==> config.mk <==
export PLATFORM = sky130hd
export DESIGN_NAME = drive_request_frame_builder
export DESIGN_NICKNAME = d
export VERILOG_FILES = /design/src/rtl/drfb_pkg.sv /design/src/rtl/drfb_front.sv /design/src/rtl/drfb_queue.sv /design/src/rtl/drfb_back.sv /design/src/rtl/drive_request_frame_builder.sv
export SDC_FILE = /design/constraint.sdc
export NUM_CORES = 1
export LEC_CHECK = 0
export BUFFER_PORTS_ARGS = -buffer_cell sky130_fd_sc_hd__buf_4
export CORE_AREA = 5 5 152 154
export DETAILED_ROUTE_END_ITERATION = 10
export DIE_AREA = 0 0 157 159
export PLACE_DENSITY = 0.7
export SYNTH_ARGS = -nofsm -noshare
export SYNTH_HDL_FRONTEND = slang
export SYNTH_HIERARCHICAL = 1
export SYNTH_SLANG_ARGS = --single-unit
==> constraint.sdc <==
create_clock -name clk -period 6.9 [get_ports clk]
set_input_delay 0.345 -clock clk [delete_from_list [all_inputs] [get_ports clk]]
set_output_delay 0.345 -clock clk [all_outputs]
set_load 0.005 [all_outputs]
==> src/rtl/drfb_pkg.sv <==
// shared types, frame constants and the object/subindex length table
// for the drive request frame builder; no dependencies
package drfb_pkg;

    localparam int IN_DATA_W   = 64;
    localparam int QUEUE_DEPTH = 2;
    localparam int QPTR_W      = 1;
    localparam int QCNT_W      = 2;

    localparam logic       OP_WRITE    = 1'b1;
    localparam logic [7:0] FRAME_START = 8'h02;
    localparam logic [7:0] ADDR_FLAG   = 8'h80;
    localparam logic [7:0] BLK_READ    = 8'h01;
    localparam logic [7:0] BLK_WRITE   = 8'h02;
    localparam logic [7:0] HDR_LEN     = 8'd6;

    // byte positions inside a frame
    localparam logic [3:0] POS_START  = 4'd0;
    localparam logic [3:0] POS_LEN    = 4'd1;
    localparam logic [3:0] POS_ADDR   = 4'd2;
    localparam logic [3:0] POS_BLK    = 4'd3;
    localparam logic [3:0] POS_OBJ_LO = 4'd4;
    localparam logic [3:0] POS_OBJ_HI = 4'd5;
    localparam logic [3:0] POS_SUB    = 4'd6;
    localparam logic [3:0] POS_DATA   = 4'd7;
    localparam logic [3:0] POS_MAX    = 4'd11;

    typedef struct packed {
        logic        err;
        logic        wr;
        logic [2:0]  dlen;
        logic [6:0]  addr;
        logic [15:0] obj;
        logic [7:0]  sub;
        logic [31:0] val;
        logic [7:0]  bcc;
        logic [3:0]  last_idx;
    } drfb_cmd_t;

    // data bytes of a write, zero when the object is not known
    function automatic logic [2:0] data_len(input logic [15:0] obj, input logic [7:0] sub);
        logic [2:0] len;
        len = 3'd0;
        if (sub == 8'd0 && obj >= 16'h2000 && obj <= 16'h231D) begin
            len = 3'd2;
        end
        else begin
            case (obj)
                16'h225F: len = (sub == 8'd1) ? 3'd2 : 3'd0;
                16'h2407: len = (sub == 8'd12) ? 3'd2 : 3'd0;
                16'h603F, 16'h6040, 16'h6041: len = (sub == 8'd0) ? 3'd2 : 3'd0;
                16'h6060, 16'h6061, 16'h6098: len = (sub == 8'd0) ? 3'd1 : 3'd0;
                16'h6064, 16'h607A, 16'h6081, 16'h6083, 16'h6084, 16'h609A:
                    len = (sub == 8'd0) ? 3'd4 : 3'd0;
                16'h6099: len = (sub == 8'd0) ? 3'd1 : 3'd4;
                16'h60FB:
                begin
                    if (sub == 8'd0)
                        len = 3'd1;
                    else if (sub == 8'd3)
                        len = 3'd4;
                    else
                        len = 3'd2;
                end
                default: len = 3'd0;
            endcase
        end
        return len;
    endfunction

endpackage

==> src/rtl/drfb_front.sv <==
// request front end: accepts a request, looks up the data length,
// precomputes the checksum and holds one command for the queue; uses drfb_pkg
module drfb_front
    import drfb_pkg::*;
(
    input  logic                 clk,
    input  logic                 rst_n,
    input  logic                 s_tvalid,
    output logic                 s_tready,
    input  logic [IN_DATA_W-1:0] s_tdata,
    input  logic [0:0]           s_tuser,
    output logic                 push,
    output drfb_cmd_t            push_cmd,
    input  logic                 q_full
);

    logic       front_valid_reg;
    logic       front_valid_next;
    drfb_cmd_t  cmd_reg;
    drfb_cmd_t  cmd_next;
    logic [2:0] len;
    logic [7:0] len_byte;
    logic [7:0] blk_byte;
    logic [7:0] data_x;
    logic       wr;
    logic       in_xfer;

    assign wr      = (s_tuser[0] == OP_WRITE);
    assign in_xfer = s_tvalid && s_tready;

    always_comb
    begin
        cmd_next.addr = s_tdata[6:0];
        cmd_next.obj  = s_tdata[22:7];
        cmd_next.sub  = s_tdata[30:23];
        cmd_next.val  = s_tdata[62:31];
        cmd_next.wr   = wr;
        len           = wr ? data_len(cmd_next.obj, cmd_next.sub) : 3'd0;
        cmd_next.dlen = len;
        cmd_next.err  = wr && (len == 3'd0);
        len_byte      = HDR_LEN + 8'(len);
        blk_byte      = wr ? BLK_WRITE : BLK_READ;
        // fold in only the data bytes that are actually sent
        data_x = 8'd0;
        if (len >= 3'd1)
            data_x = data_x ^ cmd_next.val[7:0];
        if (len >= 3'd2)
            data_x = data_x ^ cmd_next.val[15:8];
        if (len == 3'd4)
            data_x = data_x ^ cmd_next.val[23:16] ^ cmd_next.val[31:24];
        cmd_next.bcc = FRAME_START ^ len_byte ^ (ADDR_FLAG | {1'b0, cmd_next.addr})
                     ^ blk_byte ^ cmd_next.obj[7:0] ^ cmd_next.obj[15:8]
                     ^ cmd_next.sub ^ data_x;
        cmd_next.last_idx = cmd_next.err ? POS_START : (POS_DATA + 4'(len));
    end

    assign s_tready = !front_valid_reg || !q_full;
    assign push     = front_valid_reg && !q_full;
    assign push_cmd = cmd_reg;

    always_comb
    begin
        front_valid_next = front_valid_reg;
        if (in_xfer)
            front_valid_next = 1'b1;
        else if (push)
            front_valid_next = 1'b0;
    end

    always_ff @(posedge clk or negedge rst_n)
    begin
        if (!rst_n)
            front_valid_reg <= 1'b0;
        else
            front_valid_reg <= front_valid_next;
    end

    always_ff @(posedge clk)
    begin
        if (in_xfer)
            cmd_reg <= cmd_next;
    end

endmodule

==> src/rtl/drfb_queue.sv <==
// short command queue between the front end and the byte serializer;
// uses drfb_pkg
module drfb_queue
    import drfb_pkg::*;
(
    input  logic      clk,
    input  logic      rst_n,
    input  logic      push,
    input  drfb_cmd_t push_cmd,
    output logic      full,
    input  logic      pop,
    output logic      head_valid,
    output drfb_cmd_t head_cmd
);

    drfb_cmd_t          mem_reg [QUEUE_DEPTH];
    logic [QPTR_W-1:0]  wr_ptr_reg;
    logic [QPTR_W-1:0]  wr_ptr_next;
    logic [QPTR_W-1:0]  rd_ptr_reg;
    logic [QPTR_W-1:0]  rd_ptr_next;
    logic [QCNT_W-1:0]  count_reg;
    logic [QCNT_W-1:0]  count_next;

    assign full       = (count_reg == QCNT_W'(QUEUE_DEPTH));
    assign head_valid = (count_reg != '0);
    assign head_cmd   = mem_reg[rd_ptr_reg];

    always_comb
    begin
        wr_ptr_next = wr_ptr_reg;
        rd_ptr_next = rd_ptr_reg;
        count_next  = count_reg;
        if (push)
            wr_ptr_next = (wr_ptr_reg == QPTR_W'(QUEUE_DEPTH - 1)) ? '0 : wr_ptr_reg + 1'b1;
        if (pop)
            rd_ptr_next = (rd_ptr_reg == QPTR_W'(QUEUE_DEPTH - 1)) ? '0 : rd_ptr_reg + 1'b1;
        if (push && !pop)
            count_next = count_reg + 1'b1;
        else if (pop && !push)
            count_next = count_reg - 1'b1;
    end

    always_ff @(posedge clk or negedge rst_n)
    begin
        if (!rst_n)
        begin
            wr_ptr_reg <= '0;
            rd_ptr_reg <= '0;
            count_reg  <= '0;
        end
        else
        begin
            wr_ptr_reg <= wr_ptr_next;
            rd_ptr_reg <= rd_ptr_next;
            count_reg  <= count_next;
        end
    end

    always_ff @(posedge clk)
    begin
        if (push)
            mem_reg[wr_ptr_reg] <= push_cmd;
    end

    a_no_push_full: assert property (@(posedge clk) disable iff (!rst_n)
        push |-> !full)
        else $error("queue written while full");

    a_no_pop_empty: assert property (@(posedge clk) disable iff (!rst_n)
        pop |-> head_valid)
        else $error("queue read while empty");

    a_count_range: assert property (@(posedge clk) disable iff (!rst_n)
        count_reg <= QCNT_W'(QUEUE_DEPTH))
        else $error("queue count out of range");

endmodule

==> src/rtl/drfb_back.sv <==
// byte serializer: walks the head command into an output register one frame byte
// per cycle while m_tready does not stall the output; uses drfb_pkg
module drfb_back
    import drfb_pkg::*;
(
    input  logic      clk,
    input  logic      rst_n,
    input  logic      head_valid,
    input  drfb_cmd_t head_cmd,
    output logic      pop,
    output logic      m_tvalid,
    input  logic      m_tready,
    output logic [7:0] m_tdata,
    output logic      m_tlast,
    output logic [0:0] m_tuser
);

    logic [3:0] idx_reg;
    logic [3:0] idx_next;
    logic       out_valid_reg;
    logic       out_valid_next;
    logic [7:0] out_data_reg;
    logic       out_last_reg;
    logic       out_user_reg;
    logic       load;
    logic       is_last;
    logic [7:0] byte_val;
    logic [3:0] data_off;

    assign load     = head_valid && (!out_valid_reg || m_tready);
    assign is_last  = head_cmd.err || (idx_reg == head_cmd.last_idx);
    assign pop      = load && is_last;
    assign data_off = idx_reg - POS_DATA;

    always_comb
    begin
        if (head_cmd.err)
            byte_val = 8'd0;
        else if (idx_reg == head_cmd.last_idx)
            byte_val = head_cmd.bcc;
        else
        begin
            case (idx_reg)
                POS_START:  byte_val = FRAME_START;
                POS_LEN:    byte_val = HDR_LEN + 8'(head_cmd.dlen);
                POS_ADDR:   byte_val = ADDR_FLAG | {1'b0, head_cmd.addr};
                POS_BLK:    byte_val = head_cmd.wr ? BLK_WRITE : BLK_READ;
                POS_OBJ_LO: byte_val = head_cmd.obj[7:0];
                POS_OBJ_HI: byte_val = head_cmd.obj[15:8];
                POS_SUB:    byte_val = head_cmd.sub;
                default:    byte_val = head_cmd.val[data_off[1:0]*8 +: 8];
            endcase
        end
    end

    always_comb
    begin
        idx_next       = idx_reg;
        out_valid_next = out_valid_reg;
        if (load)
        begin
            idx_next       = is_last ? POS_START : idx_reg + 4'd1;
            out_valid_next = 1'b1;
        end
        else if (m_tready)
            out_valid_next = 1'b0;
    end

    always_ff @(posedge clk or negedge rst_n)
    begin
        if (!rst_n)
        begin
            idx_reg       <= POS_START;
            out_valid_reg <= 1'b0;
        end
        else
        begin
            idx_reg       <= idx_next;
            out_valid_reg <= out_valid_next;
        end
    end

    always_ff @(posedge clk)
    begin
        if (load)
        begin
            out_data_reg <= byte_val;
            out_last_reg <= is_last;
            out_user_reg <= head_cmd.err;
        end
    end

    assign m_tvalid   = out_valid_reg;
    assign m_tdata    = out_data_reg;
    assign m_tlast    = out_last_reg;
    assign m_tuser[0] = out_user_reg;

    a_idx_range: assert property (@(posedge clk) disable iff (!rst_n)
        idx_reg <= POS_MAX)
        else $error("frame byte index past the longest frame");

    a_err_single: assert property (@(posedge clk) disable iff (!rst_n)
        (m_tvalid && m_tuser[0]) |-> (m_tlast && m_tdata == 8'd0))
        else $error("error transaction not a single zero byte");

    a_frame_restart: assert property (@(posedge clk) disable iff (!rst_n)
        pop |=> (idx_reg == POS_START))
        else $error("index not rewound after a command finished");

endmodule

==> src/rtl/drive_request_frame_builder.sv <==
// Drive request frame builder. A request enters on the s_ channel: s_tuser[0] is
// the operation (0 read, 1 write), s_tdata holds drive_addr, object_index, sub_index
// and write_value. The m_ channel returns the frame one byte per transaction in wire
// order, m_tlast marking the checksum byte. A write to an object that is not in the
// length table returns one transaction with m_tdata 0, m_tlast 1 and m_tuser[0] 1.
// The request passes through the front register, the queue and the output register
// before its first byte is valid. Throughput: one byte per cycle from the single-byte
// serializer while m_tready does not stall it; a frame is 8 to 12 bytes and an error
// result one byte. Requests are accepted back to back while up to two commands wait
// in the queue and one sits in the front register. A stall on m_tready holds the
// current byte and backs up the queue, after which s_tready drops. Reset empties the
// front register, the queue and the output register; no frame is in flight afterwards.
// Depends on drfb_pkg, drfb_front, drfb_queue and drfb_back.
module drive_request_frame_builder
    import drfb_pkg::*;
(
    input  logic                 clk,
    input  logic                 rst_n,
    input  logic                 s_tvalid,
    output logic                 s_tready,
    // drive_addr[6:0], object_index[22:7], sub_index[30:23], write_value[62:31], zero[63]
    input  logic [IN_DATA_W-1:0] s_tdata,
    input  logic [0:0]           s_tuser,   // op[0]
    output logic                 m_tvalid,
    input  logic                 m_tready,
    output logic [7:0]           m_tdata,   // frame_byte[7:0]
    output logic                 m_tlast,
    output logic [0:0]           m_tuser    // unknown_object[0]
);

    logic      push;
    drfb_cmd_t push_cmd;
    logic      q_full;
    logic      pop;
    logic      head_valid;
    drfb_cmd_t head_cmd;

    drfb_front u_front (
        .clk      (clk),
        .rst_n    (rst_n),
        .s_tvalid (s_tvalid),
        .s_tready (s_tready),
        .s_tdata  (s_tdata),
        .s_tuser  (s_tuser),
        .push     (push),
        .push_cmd (push_cmd),
        .q_full   (q_full)
    );

    drfb_queue u_queue (
        .clk        (clk),
        .rst_n      (rst_n),
        .push       (push),
        .push_cmd   (push_cmd),
        .full       (q_full),
        .pop        (pop),
        .head_valid (head_valid),
        .head_cmd   (head_cmd)
    );

    drfb_back u_back (
        .clk        (clk),
        .rst_n      (rst_n),
        .head_valid (head_valid),
        .head_cmd   (head_cmd),
        .pop        (pop),
        .m_tvalid   (m_tvalid),
        .m_tready   (m_tready),
        .m_tdata    (m_tdata),
        .m_tlast    (m_tlast),
        .m_tuser    (m_tuser)
    );

endmodule
==> flow_metrics.py, run 1 <==
metrics = {
    "sta": {
        "tightest_slew_ps": 1160,
        "hold_viol": 0,
        "drv_slew": 0,
        "fin_tns_setup_ps": 0,
        "max_freq_mhz": 250,
        "finClkSkew_ps": 15.3,
        "period_minus_slack_ps": 4010,
        "finalSetupViolCount": 0,
        "maxSlewHeadroom": 0.226,
        "finalCritPeriodShare": 0.581,
        "rsz0062_at_grt": "false",
    },
    "worst_hold_path": {
        "hold_class": "in -> reg",
    },
    "setup_path": {
        "path_cells": "buf_4, mux2_4, xor2_1, o41ai_4, and2_1, inv_1, ha_1, nor2_1, xor2_1",
        "cp-end-kind": "register",
        "critPathMaxStageDelay_ps": 950,
        "required_ps": 7360,
        "crit_arrival_ps": 4470,
        "r2r_slack_ps": 2890,
        "crit_type": "reg -> reg",
        "crit_path_frequent_cell": "xor2_1",
        "critPathSlowestCell": "dfrtp_4",
        "cp-start-kind": "register",
        "cp_max_fo": 42,
    },
    "job": {
        "cap_violations": 0,
    },
    "global_routing": {
        "grt_pass1_wl_microns": 35800,
        "grt_pass1_vias": 6488,
        "antenna_found_initial": 0,
        "grt_max_degree": 81,
        "grt-ovfl-total": 0,
        "gr-usage-all-layers": 0.184,
    },
    "floorplan": {
        "die_h_microns": 159,
        "die-area_sq_mm": 0.0250,
        "coreArea_sq_mm": 0.0216,
        "rows": 54,
        "fp.dieW_microns": 157,
        "start_util": 0.537,
        "ios": 81,
    },
    "yosys": {
        "yosysTopAreaCell": "edfxtp_1",
        "ys_warn_count": 6,
        "synth_nets": 741,
        "synth.distinct_cells": 69,
        "ys_seq_area_frac": 0.670,
        "synth_top_cell_area_share": 0.648,
        "avgSynthCellArea_sq_um": 17.6,
        "ys_async_sr_fraction": 0.0385,
        "synthTopCellsByArea": "edfxtp_1 65%, mux2_4 10%, xnor2_1 3.8%, dfrtp_1 2.2%, mux4_2 1.6%",
        "syn_inst": 659,
        "yosysMostFrequentCell": "edfxtp_1",
        "mappedNetlistArea_sq_mm": 0.0116,
        "synth_edf_count": 250,
        "ys.flop_type": "edfxtp_1",
        "ys_top_cells_by_count": "250 x edfxtp_1, 79 x mux2_4, 50 x xnor2_1, 36 x nand2_1, 18 x nor2_1",
        "ys_ff_latch": 260,
    },
    "routing": {
        "wirelength_microns": 22700,
        "ant_nets": 0,
        "num_vias": 5938,
        "drt-initial-drc-count": 409,
        "vias_per_cell": 5.50,
        "wl_per_cell_microns": 21.0,
        "drt-pass1-iter-count": 5,
        "drc": 0,
    },
    "power": {
        "power_density_mw_per_mm2": 409,
        "p_leak_uw": 0.00486,
        "ir_worst_vdd_uv": 235,
    },
    "clock_network": {
        "clk_latency_ps": 530,
        "cts_root_buffer": "clkbuf_16",
        "cts_tree": "yes",
        "cts_buffers": 28,
        "clockBufferDepth": 3,
        "htree_num_levels": 1,
        "clkTransAtPathRegs_ps": 60,
        "numClockSinks": 260,
    },
    "finish": {
        "drive_gt1_frac": 0.299,
        "nNetsFinal": 863,
        "diodes": 0,
        "synthToLayoutAreaGrowth_pct": 16.4,
        "largest_reg_flops": 160,
        "nFillCells": 1549,
        "stdcell_area_sq_mm": 0.0135,
    },
    "placed_design": {
        "globalplace.congestion": 0.876,
        "port_buffers": 79,
        "hpwl_microns": 14700,
        "place_area_sq_mm": 0.0123,
    },
    "status": {
        "status": "finished clean",
    },
}
==> cells by family (layout without fill, tap and decap cells) <==
kind of cell               count (synthesis)  in the layout  share of synthesized area
adders and majority gates                 13             13                     0.0140
AOI/OAI and AO/OA                         52             52                     0.0383
muxes                                    100            100                      0.130
buffers and inverters                     42            183                     0.0295
and+or+nand+nor                          129            129                     0.0668
xor gates and xnor gates                  63             63                     0.0520
DFF                                      260            260                      0.670
==> power breakdown <==
part	switching (uW)	internal (uW)
Clock	571	774
Combinational	814	821
Sequential	243	2290
Total	1630	3890
==> timing repair <==
item / CTS / global route
buffers inserted: 0 / 0
hold buffers: 36 / 1
resized for setup: 0 / 0
endpoints found under the setup margin: 0 / 0
hold endpoints to repair: 45 / 1
==> worst max-delay path, delay by kind of cell (launching register included) <==
kind	cells	cell delay, ps
flops	1	950
simple gates	2	410
compound gates	1	760
fa+ha+maj	1	300
mux	1	360
xor+xnor	2	350
buf+inv	2	780
==> layout make-up <==
type / count / area (sq um) / area share
Sequential cell: 260 / 7760 / 0.576
Clock buffer: 31 / 712 / 0.0528
Clock inverter: 18 / 121 / 0.00900
Inverter: 15 / 56.3 / 0.00418
Multi-Input combinational cell: 357 / 3490 / 0.259
Timing Repair Buffer: 119 / 986 / 0.0731
Tap cell: 280 / 350 / 0.0260
==> stage by stage <==
step | power, uW | hold slack [ps] | util | setup slack, ps | std cells
final | 5520 | 18.3 | 0.625 | 2890 | 1080
after global routing | 5780 | 6.71 | 0.625 | 2670 | 1080
after global placement | 4140 | 178 | 0.570 | 2900 | 994
after detailed placement | 4220 | 182 | 0.570 | 2800 | 994
after CTS | 5590 | 0.789 | 0.625 | 2830 | 1079
after floorplan | 3830 | 49.4 | - | 2060 | 659
==> per-layer routing <==
layer | part of all wire | track usage
met5 | 0 | 0
met4 | 0.022 | 0.0533
met3 | 0.042 | 0.0220
met2 | 0.53 | 0.323
met1 | 0.40 | 0.240
==> worst paths after layout <==
check	to	depth (start not counted)	from
setup / recovery	u_queue/count_reg[1]	9	u_queue/rd_ptr_reg
hold / removal	u_front/push_cmd[13]	1	s_tdata[32]
min in group asynchronous	u_queue/count_reg[1]	2	rst_n
setup reg to reg	u_queue/count_reg[1]	9	u_queue/rd_ptr_reg
hold reg to reg	u_queue/mem_reg[0][49]	0	u_front/push_cmd[49]
max in group asynchronous	u_queue/rd_ptr_reg	2	rst_n
==> layout by cell type (no fill, tap or decap), types with 5 or more instances in the layout <==
cell type	count
a21oi_1	5
a222oi_1	6
buf_4	82
clkbuf_16	28
clkinv_1	11
dfrtp_1	9
dlygate4sd3_1	37
edfxtp_1	250
ha_1	13
inv_1	15
mux2_4	79
mux2i_1	10
mux4_2	8
nand2_1	36
nand2b_1	8
nand3_1	6
nor2_1	18
nor2b_1	7
nor3_1	5
nor3_2	6
o21ai_0	12
xnor2_1	50
xor2_1	8
Power figures use the tool's default switching activity.
==> inputs of run 2 (changes only) <==
Clock period 6.9 ns to 4.02 ns, I/O delays scaled along.
==> flow_metrics.py, run 2 (same netlist as run 1, synthesis figures left out) <==
metrics = {
    "status": {
        "status": "finished clean",
    },
    "floorplan": {
        "die_h_microns": 159,
        "start_util": 0.537,
        "die-area_sq_mm": 0.0250,
        "coreArea_sq_mm": 0.0216,
        "ios": 81,
        "rows": 54,
        "fp.dieW_microns": 157,
    },
    "placed_design": {
        "hpwl_microns": 14400,
        "globalplace.congestion": 0.937,
        "place_area_sq_mm": 0.0123,
        "placed_cells": 996,
        "port_buffers": 79,
    },
    "routing": {
        "num_vias": 6042,
        "wl_per_cell_microns": 20.4,
        "drc": 0,
        "drt-pass1-iter-count": 4,
        "drt-initial-drc-count": 314,
        "ant_nets": 0,
        "wirelength_microns": 22600,
        "vias_per_cell": 5.44,
    },
    "global_routing": {
        "grt_max_degree": 81,
        "grt_pass1_vias": 6309,
        "gr-usage-all-layers": 0.184,
        "antenna_found_initial": 0,
        "grt_pass1_wl_microns": 35600,
        "grt-ovfl-total": 0,
    },
    "finish": {
        "nFillCells": 1466,
        "final_common_cell": "edfxtp_1",
        "largest_reg_flops": 160,
        "fin_cells": 1110,
        "final_util": 0.644,
        "stdcell_area_sq_mm": 0.0139,
        "most-common-layout-cells": "250 x edfxtp_1, 84 x buf_4, 79 x mux2_4, 67 x dlygate4sd3_1, 50 x xnor2_1",
        "nNetsFinal": 893,
        "drive_gt1_frac": 0.304,
        "synthToLayoutAreaGrowth_pct": 19.9,
        "diodes": 0,
    },
    "power": {
        "p_leak_uw": 0.00503,
        "power_density_mw_per_mm2": 701,
        "p_int_uw": 6910,
        "clockPowerShare": 0.263,
        "p_sw_frac": 0.290,
        "ir_worst_vdd_uv": 425,
        "comb_power_share": 0.295,
        "seq_power_share": 0.441,
        "p_sw_uw": 2820,
    },
    "setup_path": {
        "r2r_cells": 8,
        "cp-end-kind": "register",
        "critPathMaxStageDelay_ps": 560,
        "crit_arrival_ps": 4040,
        "crit_type": "in -> reg",
        "critPathSlowestCell": "o21ai_0",
        "required_ps": 4290,
        "cp-start-kind": "primary input",
        "crit_path_frequent_cell": "nand2_1",
        "path_cells": "dlygate4sd3_1, buf_4, nor4_1, nand2_1, o31a_1, o21ai_1, o31ai_1, o21ai_0, ha_1, nand2_1, or2_2, nor3_4, xnor3_1",
        "cp_max_fo": 7,
    },
    "sta": {
        "finalCritPeriodShare": 0.938,
        "finalSetupViolCount": 0,
        "maxSlewHeadroom": 0.207,
        "rsz0062_at_grt": "false",
        "period_minus_slack_ps": 3770,
        "finClkSkew_ps": 14.1,
        "tightest_slew_ps": 1190,
        "fin_tns_setup_ps": 0,
        "hold_viol": 0,
        "timing.hold.ws_ps": 45.2,
        "drv_slew": 0,
        "max_freq_mhz": 265,
    },
    "job": {
        "cap_violations": 0,
    },
    "clock_network": {
        "numClockSinks": 260,
        "clkTransAtPathRegs_ps": 60,
        "cts_tree": "yes",
        "cts_setup_buffers": 0,
        "clockBufferDepth": 3,
        "cts-resized-gates": 0,
        "cts_root_buffer": "clkbuf_16",
        "htree_num_levels": 1,
        "clk_latency_ps": 530,
        "cts_buffers": 26,
        "cts_hold_buf": 67,
    },
    "worst_hold_path": {
        "hold_class": "in -> async",
    },
}
run 2: cell types whose count changed in the layout (fill, tap and decap cells not counted), sizes merged:
cell / change
inv: +1
clkbuf: -4
dlygate4sd3: +30
bufinv: +4
clkinvlp: +4
buf: +2
clkinv: -7
run 2: layout make-up:
type                       count  area [sq um]  share of cell area
sequential                   260          7760               0.559
multi-input combinational    357          3490               0.252
timing repair buffer         151          1300              0.0937
clock buffer                  27           676              0.0486
tap                          280           350              0.0252
clock inverter                20           250              0.0180
inverter                      15          56.3             0.00405
run 2: routing by layer:
metal | up-vias | share of wire | track usage
met5 | - | 0 | 0
met1 | 3019 | 0.41 | 0.244
li1 | 2823 | - | -
met2 | 163 | 0.52 | 0.318
met4 | 0 | 0.021 | 0.0517
met3 | 37 | 0.047 | 0.0234
run 2: final timing paths:
check / startpoint / to / slack, ps
min in group clk: s_tdata[46] / u_front/push_cmd[27] / 410
worst min register to register: u_front/push_cmd[77] / u_queue/mem_reg[1][77] / 440
max in group asynchronous: rst_n / u_queue/rd_ptr_reg / 3820
worst max-delay path: s_tdata[27] / u_front/push_cmd[4] / 250
worst max register to register: u_queue/rd_ptr_reg / u_queue/count_reg[1] / 800
worst min-delay path: rst_n / u_back/idx_reg[3] / 50
run 2: worst max-delay path: cells and delay by family:
kind	cells	cell delay, ps
buffers and inverters	2	710
AOI/OAI and AO/OA	4	1140
and+or+nand+nor	5	1370
adders and majority gates	1	290
xor gates and xnor gates	1	330
run 2: stage by stage:
stage,worst slack (ps),total power [uW]
3_5_place_dp,313,7230
6_report,249,9740
5_1_grt,44.9,10200
4_1_cts,276,9840
2_1_floorplan,706,6560
3_3_place_gp,471,7100
run 2: power groups by stage:
stage	Clock, uW	Combinational, uW	Sequential (uW)
6_report	2560	2880	4300
5_1_grt	2730	3100	4380
4_1_cts	2610	2920	4310
3_5_place_dp	0	2860	4360
3_3_place_gp	0	2800	4300
2_1_floorplan	0	2370	4190
==> inputs of run 3 (changes only) <==
Settings changed: ABC_AREA from default to 1, CORE_AREA 5 5 152 154 to 5 5 155 157, DIE_AREA 0 0 157 159 to 0 0 160 162, PLACE_DENSITY 0.7 to 0.74.
Clock period 4.02 ns to 3.1 ns, I/O delays scaled along.
==> flow_metrics.py, run 3 <==
metrics = {
    "setup_path": {
        "critPathMaxStageDelay_ps": 530,
        "crit_arrival_ps": 3180,
        "r2r_slack_ps": 520,
        "cp-start-kind": "primary input",
        "r2r_start": "u_queue/rd_ptr_reg",
        "critPathSlowestCell": "dlygate4sd3_1",
        "required_ps": 3360,
        "path_cells": "dlygate4sd3_1, buf_4, nor2_1, nand2_2, nor2_4, nand2_1, nand2_1, a21oi_1, nand3_1, nand3_2, ha_1, xnor2_2, xnor2_2, xor2_1, nand3_1, nand2_1, inv_1, nand3_1, nand2_1",
        "cp-end-kind": "register",
        "crit_path_frequent_cell": "nand2_1",
        "r2r_cells": 11,
        "cp_max_fo": 5,
        "crit_type": "in -> reg",
        "r2r-end": "u_queue/count_reg[1]",
    },
    "yosys": {
        "ys_warn_count": 6,
        "ys_ff_latch": 260,
        "yosysMostFrequentCell": "edfxtp_1",
        "synth_edf_count": 250,
        "mappedNetlistArea_sq_mm": 0.0122,
        "synthTopCellsByArea": "edfxtp_1 62%, mux2_4 9.7%, nand2_1 7.5%, nand3_1 2.9%, inv_1 2.7%",
        "avgSynthCellArea_sq_um": 12.6,
        "yosysTopAreaCell": "edfxtp_1",
        "synth_nets": 1054,
        "ys_async_sr_fraction": 0.0385,
        "ys_seq_area_frac": 0.636,
        "ys_top_cells_by_count": "250 x edfxtp_1, 245 x nand2_1, 89 x inv_1, 79 x mux2_4, 70 x nand3_1",
        "synth.distinct_cells": 33,
        "ys.flop_type": "edfxtp_1",
        "syn_inst": 972,
        "synth_top_cell_area_share": 0.615,
    },
    "power": {
        "seq_power_share": 0.431,
        "p_sw_uw": 3990,
        "p_total_uw": 12600,
        "power_density_mw_per_mm2": 860,
        "p_sw_frac": 0.316,
        "p_leak_uw": 0.00617,
        "clockPowerShare": 0.249,
        "ir_worst_vdd_uv": 469,
        "p_int_uw": 8630,
        "comb_power_share": 0.321,
    },
    "clock_network": {
        "clkTransAtPathRegs_ps": 60,
        "htree_num_levels": 1,
        "clockBufferDepth": 3,
        "numClockSinks": 260,
        "cts_root_buffer": "clkbuf_16",
        "cts_tree": "yes",
        "clk_latency_ps": 520,
        "cts_buffers": 26,
    },
    "floorplan": {
        "die_h_microns": 162,
        "start_util": 0.546,
        "rows": 55,
        "ios": 81,
        "fp.dieW_microns": 160,
        "die-area_sq_mm": 0.0259,
        "coreArea_sq_mm": 0.0224,
    },
    "routing": {
        "wl_per_cell_microns": 17.6,
        "num_vias": 7526,
        "drt-initial-drc-count": 585,
        "drc": 0,
        "ant_nets": 0,
        "wirelength_microns": 25400,
        "vias_per_cell": 5.22,
        "drt-pass1-iter-count": 5,
    },
    "sta": {
        "finalSetupViolCount": 0,
        "timing.hold.ws_ps": 367,
        "finClkSkew_ps": 9.94,
        "period_minus_slack_ps": 2920,
        "hold_viol": 0,
        "maxSlewHeadroom": 0.449,
        "max_freq_mhz": 342,
        "setup_ws_ps": 180,
        "drv_slew": 0,
        "finalCritPeriodShare": 0.942,
        "tightest_slew_ps": 827,
    },
    "global_routing": {
        "grt_pass1_vias": 7614,
        "antenna_found_initial": 0,
        "grt-ovfl-total": 0,
        "grt_max_degree": 81,
        "gr-usage-all-layers": 0.195,
        "grt_pass1_wl_microns": 40200,
    },
    "finish": {
        "final_util": 0.656,
        "drive_gt1_frac": 0.229,
        "synthToLayoutAreaGrowth_pct": 20.3,
        "final_common_cell": "edfxtp_1",
        "fin_cells": 1443,
        "nNetsFinal": 1220,
        "most-common-layout-cells": "250 x edfxtp_1, 243 x nand2_1, 88 x inv_1, 87 x buf_4, 79 x mux2_4",
        "diodes": 0,
        "multi_input_area_sq_mm": 0.00385,
        "seq_area_sq_mm": 0.00776,
        "largest_reg_flops": 160,
        "nFillCells": 1524,
    },
    "worst_hold_path": {
        "hold_start": "s_tdata[39]",
        "hold-path-endpoint": "u_front/push_cmd[20]",
        "hold_depth": 2,
        "hold_class": "in -> reg",
    },
    "placed_design": {
        "hpwl_microns": 16400,
        "place_worst_setup_slack_ps": -2.39,
        "placed_cells": 1324,
        "globalplace.congestion": 0.830,
        "port_buffers": 79,
    },
    "status": {
        "status": "finished clean",
    },
    "job": {
        "cap_violations": 0,
    },
}
## run 3: worst max-delay path, delay by kind of cell
family,cells,cell delay (ps)
buf+inv,3,720
fa+ha+maj,1,360
simple gates,11,1310
compound gates,1,40
xor+xnor,3,590
## run 3: metrics by stage
stage	instance area (sq um)	TNS (ps)
2_1_floorplan	12200	0
3_3_place_gp	13100	0
3_5_place_dp	13100	-2.39
4_1_cts	14600	0
5_1_grt	14700	-29.2
6_report	14700	0
## run 3: what timing repair did
action / in CTS / in global routing
hold buffers: 69 / 0
endpoints found under the setup margin: 0 / 2
resized for setup: 0 / 8
endpoints found under the hold margin: 76 / 0
setup buffers: 0 / 1
## run 3: cell type report
| class | instances | area share |
|---|---|---|
| Sequential cell | 260 | 0.529 |
| Timing Repair Buffer | 162 | 0.0997 |
| Tap cell | 285 | 0.0243 |
| Multi-Input combinational cell | 586 | 0.262 |
| Clock buffer | 30 | 0.0468 |
| Clock inverter | 18 | 0.0123 |
| Inverter | 102 | 0.0261 |
## run 3: layer usage
| layer | wire length (microns) | track usage |
|---|---|---|
| met1 | 10100 | 0.244 |
| met2 | 13300 | 0.357 |
| met3 | 1420 | 0.0226 |
| met4 | 678 | 0.0606 |
| met5 | 0 | 0 |
## run 3: worst max path at each step
| stage | from | endpoint | slack (ps) |
|---|---|---|---|
| final | s_tdata[17] | u_front/push_cmd[6] | 180 |
| after global routing | s_tdata[17] | u_front/push_cmd[7] | -20 |
| after detailed placement | s_tdata[27] | u_front/push_cmd[6] | -2 |
| after floorplan | u_queue/count_reg[1] | u_queue/mem_reg[1][0] | 280 |
| after global placement | s_tdata[27] | u_front/push_cmd[6] | 170 |
| after CTS | s_tdata[19] | u_front/push_cmd[6] | 160 |
## run 3: cell families (layout without fill, tap and decap cells)
family                     after synthesis  count (layout)  share of synthesized area
and+or+nand+nor                        438             439                      0.161
DFF                                    260             260                      0.636
buffers and inverters                  127             312                     0.0539
muxes                                   80              80                     0.0981
xor gates and xnor gates                47              47                     0.0344
adders and majority gates               13              13                     0.0133
AOI/OAI and AO/OA                        7               7                    0.00390
## run 3: power by group through the flow
stage / combinational (uW) / clock, uW / sequential (uW)
detailed placement: 3960 / 0 / 5500
floorplan: 3120 / 0 / 5330
global route: 4410 / 3350 / 5520
finish: 4040 / 3140 / 5440
CTS: 4070 / 3190 / 5440
global placement: 3900 / 0 / 5430
